File: src/swph_ram.sv
// generic single write port, single read port ram with registered read
// no dependencies
module swph_ram #(
  parameter int WIDTH = 8,
  parameter int DEPTH = 16
) (
  input  logic                     clk,
  input  logic                     we,
  input  logic [$clog2(DEPTH)-1:0] waddr,
  input  logic [WIDTH-1:0]         wdata,
  input  logic                     re,
  input  logic [$clog2(DEPTH)-1:0] raddr,
  output logic [WIDTH-1:0]         rdata
);

  logic [WIDTH-1:0] mem [DEPTH];

  always_ff @(posedge clk) begin
    if (we) begin
      mem[waddr] <= wdata;
    end
    if (re) begin
      rdata <= mem[raddr];
    end
  end

endmodule

File: config.mk
export PLATFORM = sky130hd
export DESIGN_NAME = swph_ram
export DESIGN_NICKNAME = d
export VERILOG_FILES = /design/src/swph_ram.sv
export SDC_FILE = /design/constraint.sdc
export NUM_CORES = 1
export LEC_CHECK = 0
export ABC_CLOCK_PERIOD_IN_PS = 2400
export BUFFER_PORTS_ARGS = -buffer_cell sky130_fd_sc_hd__buf_4
export CAP_MARGIN = 10
export CELL_PAD_IN_SITES_DETAIL_PLACEMENT = 0
export CELL_PAD_IN_SITES_GLOBAL_PLACEMENT = 1
export CORE_UTILIZATION = 53
export CTS_CLUSTER_SIZE = 25
export DETAILED_ROUTE_END_ITERATION = 8
export PLACE_DENSITY_LB_ADDON = 0.1
export SLEW_MARGIN = 30
export SYNTH_ARGS = -nofsm -noshare
export SYNTH_HDL_FRONTEND = slang
export SYNTH_SLANG_ARGS = --single-unit
File: constraint.sdc
create_clock -name clk -period 2.4 [get_ports clk]
set_clock_uncertainty 0.2 [all_clocks]
set_input_delay 0.36 -clock clk [delete_from_list [all_inputs] [get_ports clk]]
set_output_delay 0.36 -clock clk [all_outputs]
set_load 0.005 [all_outputs]
* Yosys cells after proc, flatten, opt, wreduce, memory -nomap -nowiden
Memories as Yosys holds them, arrays and structs flattened. A register that Yosys moved wholly into a read port is not among the register bits.
Index checks and enable logic that the tools add are counted.
** Storage, ports and cells
- Bits in registers :: 0
- Bits in latches :: 0
- Memory bits (writable) :: 128
- Memory bits (read-only) :: 0
- Bits of input ports :: 19
- Output and inout bits :: 8
- Logic and storage cells :: 3
- Memories kept :: 1
** Memories
- mem :: depth 16, bits a word 8, read ports 1, clocked after Yosys merged registers in 1, write ports 1, line 16 : logic [WIDTH-1:0] mem [DEPTH];
** Operators by class
- Add/subtract/negate cells :: 0
- Multiply operators :: 0
- Div/mod/pow operators :: 0
- Magnitude comparators :: 0
- Equal/unequal tests :: 0
- Shifts and indexed selects :: 0
- Multiplexer cells :: 2
- Bitwise logic cells :: 0
- Reductions and logical operators :: 0
** Operators by type and width (count)
- $mux 1 :: 2

* Longest topological paths before layout
- Depth after elaboration :: 2
- Depth in mapped cells :: 5
- Mapped depth without buffers :: 3

* Worst setup path before layout
No wires, ideal clock.
- Path type :: input to register
- From :: input waddr[2]
- To :: memory mem[0][0] (enable)
- Library setup time :: 0.383 ns
- Data arrival time :: 1.470 ns
- Required time :: 1.817 ns
- Setup slack :: 0.347 ns
- Stages :: 2
- Buffers on the path :: 0
- Cell sequence :: or3b_2 > nor3_1
** RTL lines
- start, declared :: line 9 : input logic [$clog2(DEPTH)-1:0] waddr,
- end, declared :: line 16
No word-level cell before the write port.

==> flow_metrics.env <==
export IMPL_status="complete, no violations"
export IMPL_die_x_um=101.3
export IMPL_grt_use_total=0.2192
export IMPL_ys_seq_area_frac=0.7812
export IMPL_fin_nets=312
export IMPL_tightestPinTransition_ns=0.6896
export IMPL_finalSetupTns_ns=0
export IMPL_grt_max_degree=22
export IMPL_crit_path_end_kind="register"
export IMPL_arrival_ns=1.80
export IMPL_place_inst=394
export IMPL_h_tree_depth=4
export IMPL_period_minus_slack_ns=1.745
export IMPL_ys_warn_count=0
export IMPL_vias=2533
export IMPL_hold_violations=0
export IMPL_grt_pass1_wl_mm=14.99
export IMPL_clock_latency_ns=0.51
export IMPL_core_area_mm2=0.009415
export IMPL_drcViolationCount=0
export IMPL_post_cts_repair_setup_buffers=0
export IMPL_cp_start_kind="register"
export IMPL_fill_cells=617
export IMPL_cts_buffer_depth=2
export IMPL_multi_input_area_mm2=0.001057
export IMPL_cts_tree="done"
export IMPL_syn_area_mm2=0.005228
export IMPL_ys_top_cells_by_area="edfxtp_1 78%, mux4_2 7.8%, mux4_1 7.0%"
export IMPL_finalCritPeriodShare=0.7270
export IMPL_setup_viol=0
export IMPL_seq_area_mm2=0.004084
export IMPL_drt_pass1_iterations=4
export IMPL_drtIter0Drc=182
export IMPL_holdBufCountCts=9
export IMPL_num_antenna_cells=0
export IMPL_worst_path_buf_inv=0
export IMPL_grt_antenna_before_repair=0
export IMPL_cap_violations=0
export IMPL_post_route_util=0.6734
export IMPL_cp_data_required_time_ns=2.46
export IMPL_clk_pin_slew_worst_paths_ns=0.06
export IMPL_crit_path_max_fanout=1
export IMPL_rsz0062_at_grt="no"
export IMPL_synth_seq_cells=136
export IMPL_die_y_um=101.3
export IMPL_synthCells=229
export IMPL_path_cells="mux4_1 -> a22oi_1 -> nand2_1"
export IMPL_die_area_mm2=0.01026
export IMPL_layout_setup_ws_ns=0.6551
export IMPL_hold_path_class="in2reg"
export IMPL_p_per_area_mw_per_mm2=860.0
export IMPL_synth_top_area_cell="edfxtp_1"
export IMPL_place_area_mm2=0.005673
export IMPL_path_class="reg2reg"
export IMPL_drv_slew=0
export IMPL_via_per_inst=5.823
export IMPL_netlist_area_leader_share=0.7812
export IMPL_wl_mm=9.988
export IMPL_critPathTopFamily="multiplexers"
export IMPL_place_ws_ns=0.2473
export IMPL_io_pins=27
export IMPL_grt_pass1_vias=2520
export IMPL_clock_tree_root_cell="clkbuf_8"
export IMPL_start_util=0.5552
export IMPL_grt_overflow_total=0
export IMPL_final_area_mm2=0.006340
export IMPL_num_rows=35
export IMPL_numClockSinks=136
export IMPL_ant_nets=0
export IMPL_critPathMaxStageDelay_ns=0.58
export IMPL_wl_per_cell_um=22.96
export IMPL_syn_area_per_cell_um2=22.83
export IMPL_yosysUniqueCellTypes=18
export IMPL_vdd_drop_max_uv=533.3
export IMPL_numCtsBuffers=17
export IMPL_fmax_mhz=573.1
export IMPL_io_buffers=26
export IMPL_hpwl_mm=6.070
export IMPL_gp_congestion=0.6928
export IMPL_leakage_nw=2.153
export IMPL_cts_resized=0
export IMPL_synth_fp_nets=248
export IMPL_layout_drive_gt1_share=0.3039
export IMPL_instances_no_fill=435
export IMPL_syn_to_final_growth_pct=21.28
export IMPL_maxSlewHeadroom=0.5386
export IMPL_slowest_stage="mux4_1"
## final timing paths
path	end	slack, ns	start	cells after the start
worst max-delay path	rdata[4]	0.66	mem[9][4]	3
worst min-delay path	mem[8][5]	0.18	waddr[0]	3
worst max register to register	rdata[4]	0.66	mem[9][4]	3
worst min register to register	rdata[0]	0.55	mem[3][0]	3
## layout by cell type, fill, tap and decap left out
cell type / instances
edfxtp_1: 136
buf_4: 44
mux4_2: 18
a22oi_1: 16
clkbuf_16: 16
mux4_1: 14
nor2_1: 13
nand2_1: 9
dlygate4sd3_1: 9
nor3_1: 4
clkinvlp_4: 4
bufinv_16: 3
nand3b_1: 2
nand2b_1: 2
clkinv_1: 2
clkinv_4: 2
clkinv_2: 2
clkbuf_1: 2
buf_12: 2
nor2b_1: 1
and2_1: 1
and2b_1: 1
nand3_1: 1
or3b_2: 1
clkbuf_8: 1
## logic make-up after synthesis
logic type             Yosys count  share of synthesized area
and+or+nand+nor                 35                    0.03136
AOI/OAI and AO/OA               16                    0.02298
DFF                            136                     0.7812
buffers and inverters           10                    0.01651
muxes                           32                     0.1479
## through the flow
step	power [mW]	hold slack (ns)
after global routing	5.621	0.1641
after CTS	5.491	0.1629
final	5.452	0.1795
after global placement	2.996	0.4665
after detailed placement	3.002	0.4627
after floorplan	2.872	0.2589
## state kept, by name (all words and copies together) (netlist names)
name,flops
mem,128
rdata,8
## cell type report
class / count / share of cell area
Timing Repair Buffer: 55 / 0.07263
Tap cell: 129 / 0.02546
Clock buffer: 19 / 0.06651
Multi-Input combinational cell: 83 / 0.1668
Sequential cell: 136 / 0.6442
Clock inverter: 13 / 0.02447
## worst min-delay path, stage by stage
cell and delay (ns):
buf_4 0.12, nor3_1 0.05, buf_4 0.18
## Yosys cell counts
| master | number |
|---|---|
| nand2b_1 | 2 |
| clkdlybuf4s25_2 | 3 |
| a22oi_1 | 16 |
| or3b_2 | 1 |
| buf_6 | 3 |
| buf_4 | 1 |
| and2b_1 | 1 |
| nor2b_1 | 1 |
| mux4_1 | 14 |
| nand2_1 | 9 |
| nor2_1 | 13 |
| nand3b_1 | 2 |
| mux4_2 | 18 |
| nand3_1 | 1 |
| nor3_1 | 4 |
| edfxtp_1 | 136 |
| buf_2 | 3 |
| and2_1 | 1 |
## report_power, final
group	internal, mW	switching, mW	total [mW]
combinational	0.130	0.141	0.270
clock	1.57	0.920	2.49
sequential	2.68	0.0140	2.69
## layer usage
layer	GRT usage	vias to the layer above	wire [um]
met4	0.07692	0	44
met1	0.3075	1329	4351
met5	0	-	0
met2	0.3396	92	4923
li1	-	1110	-
met3	0.05659	2	668
Power figures use the tool's default switching activity.
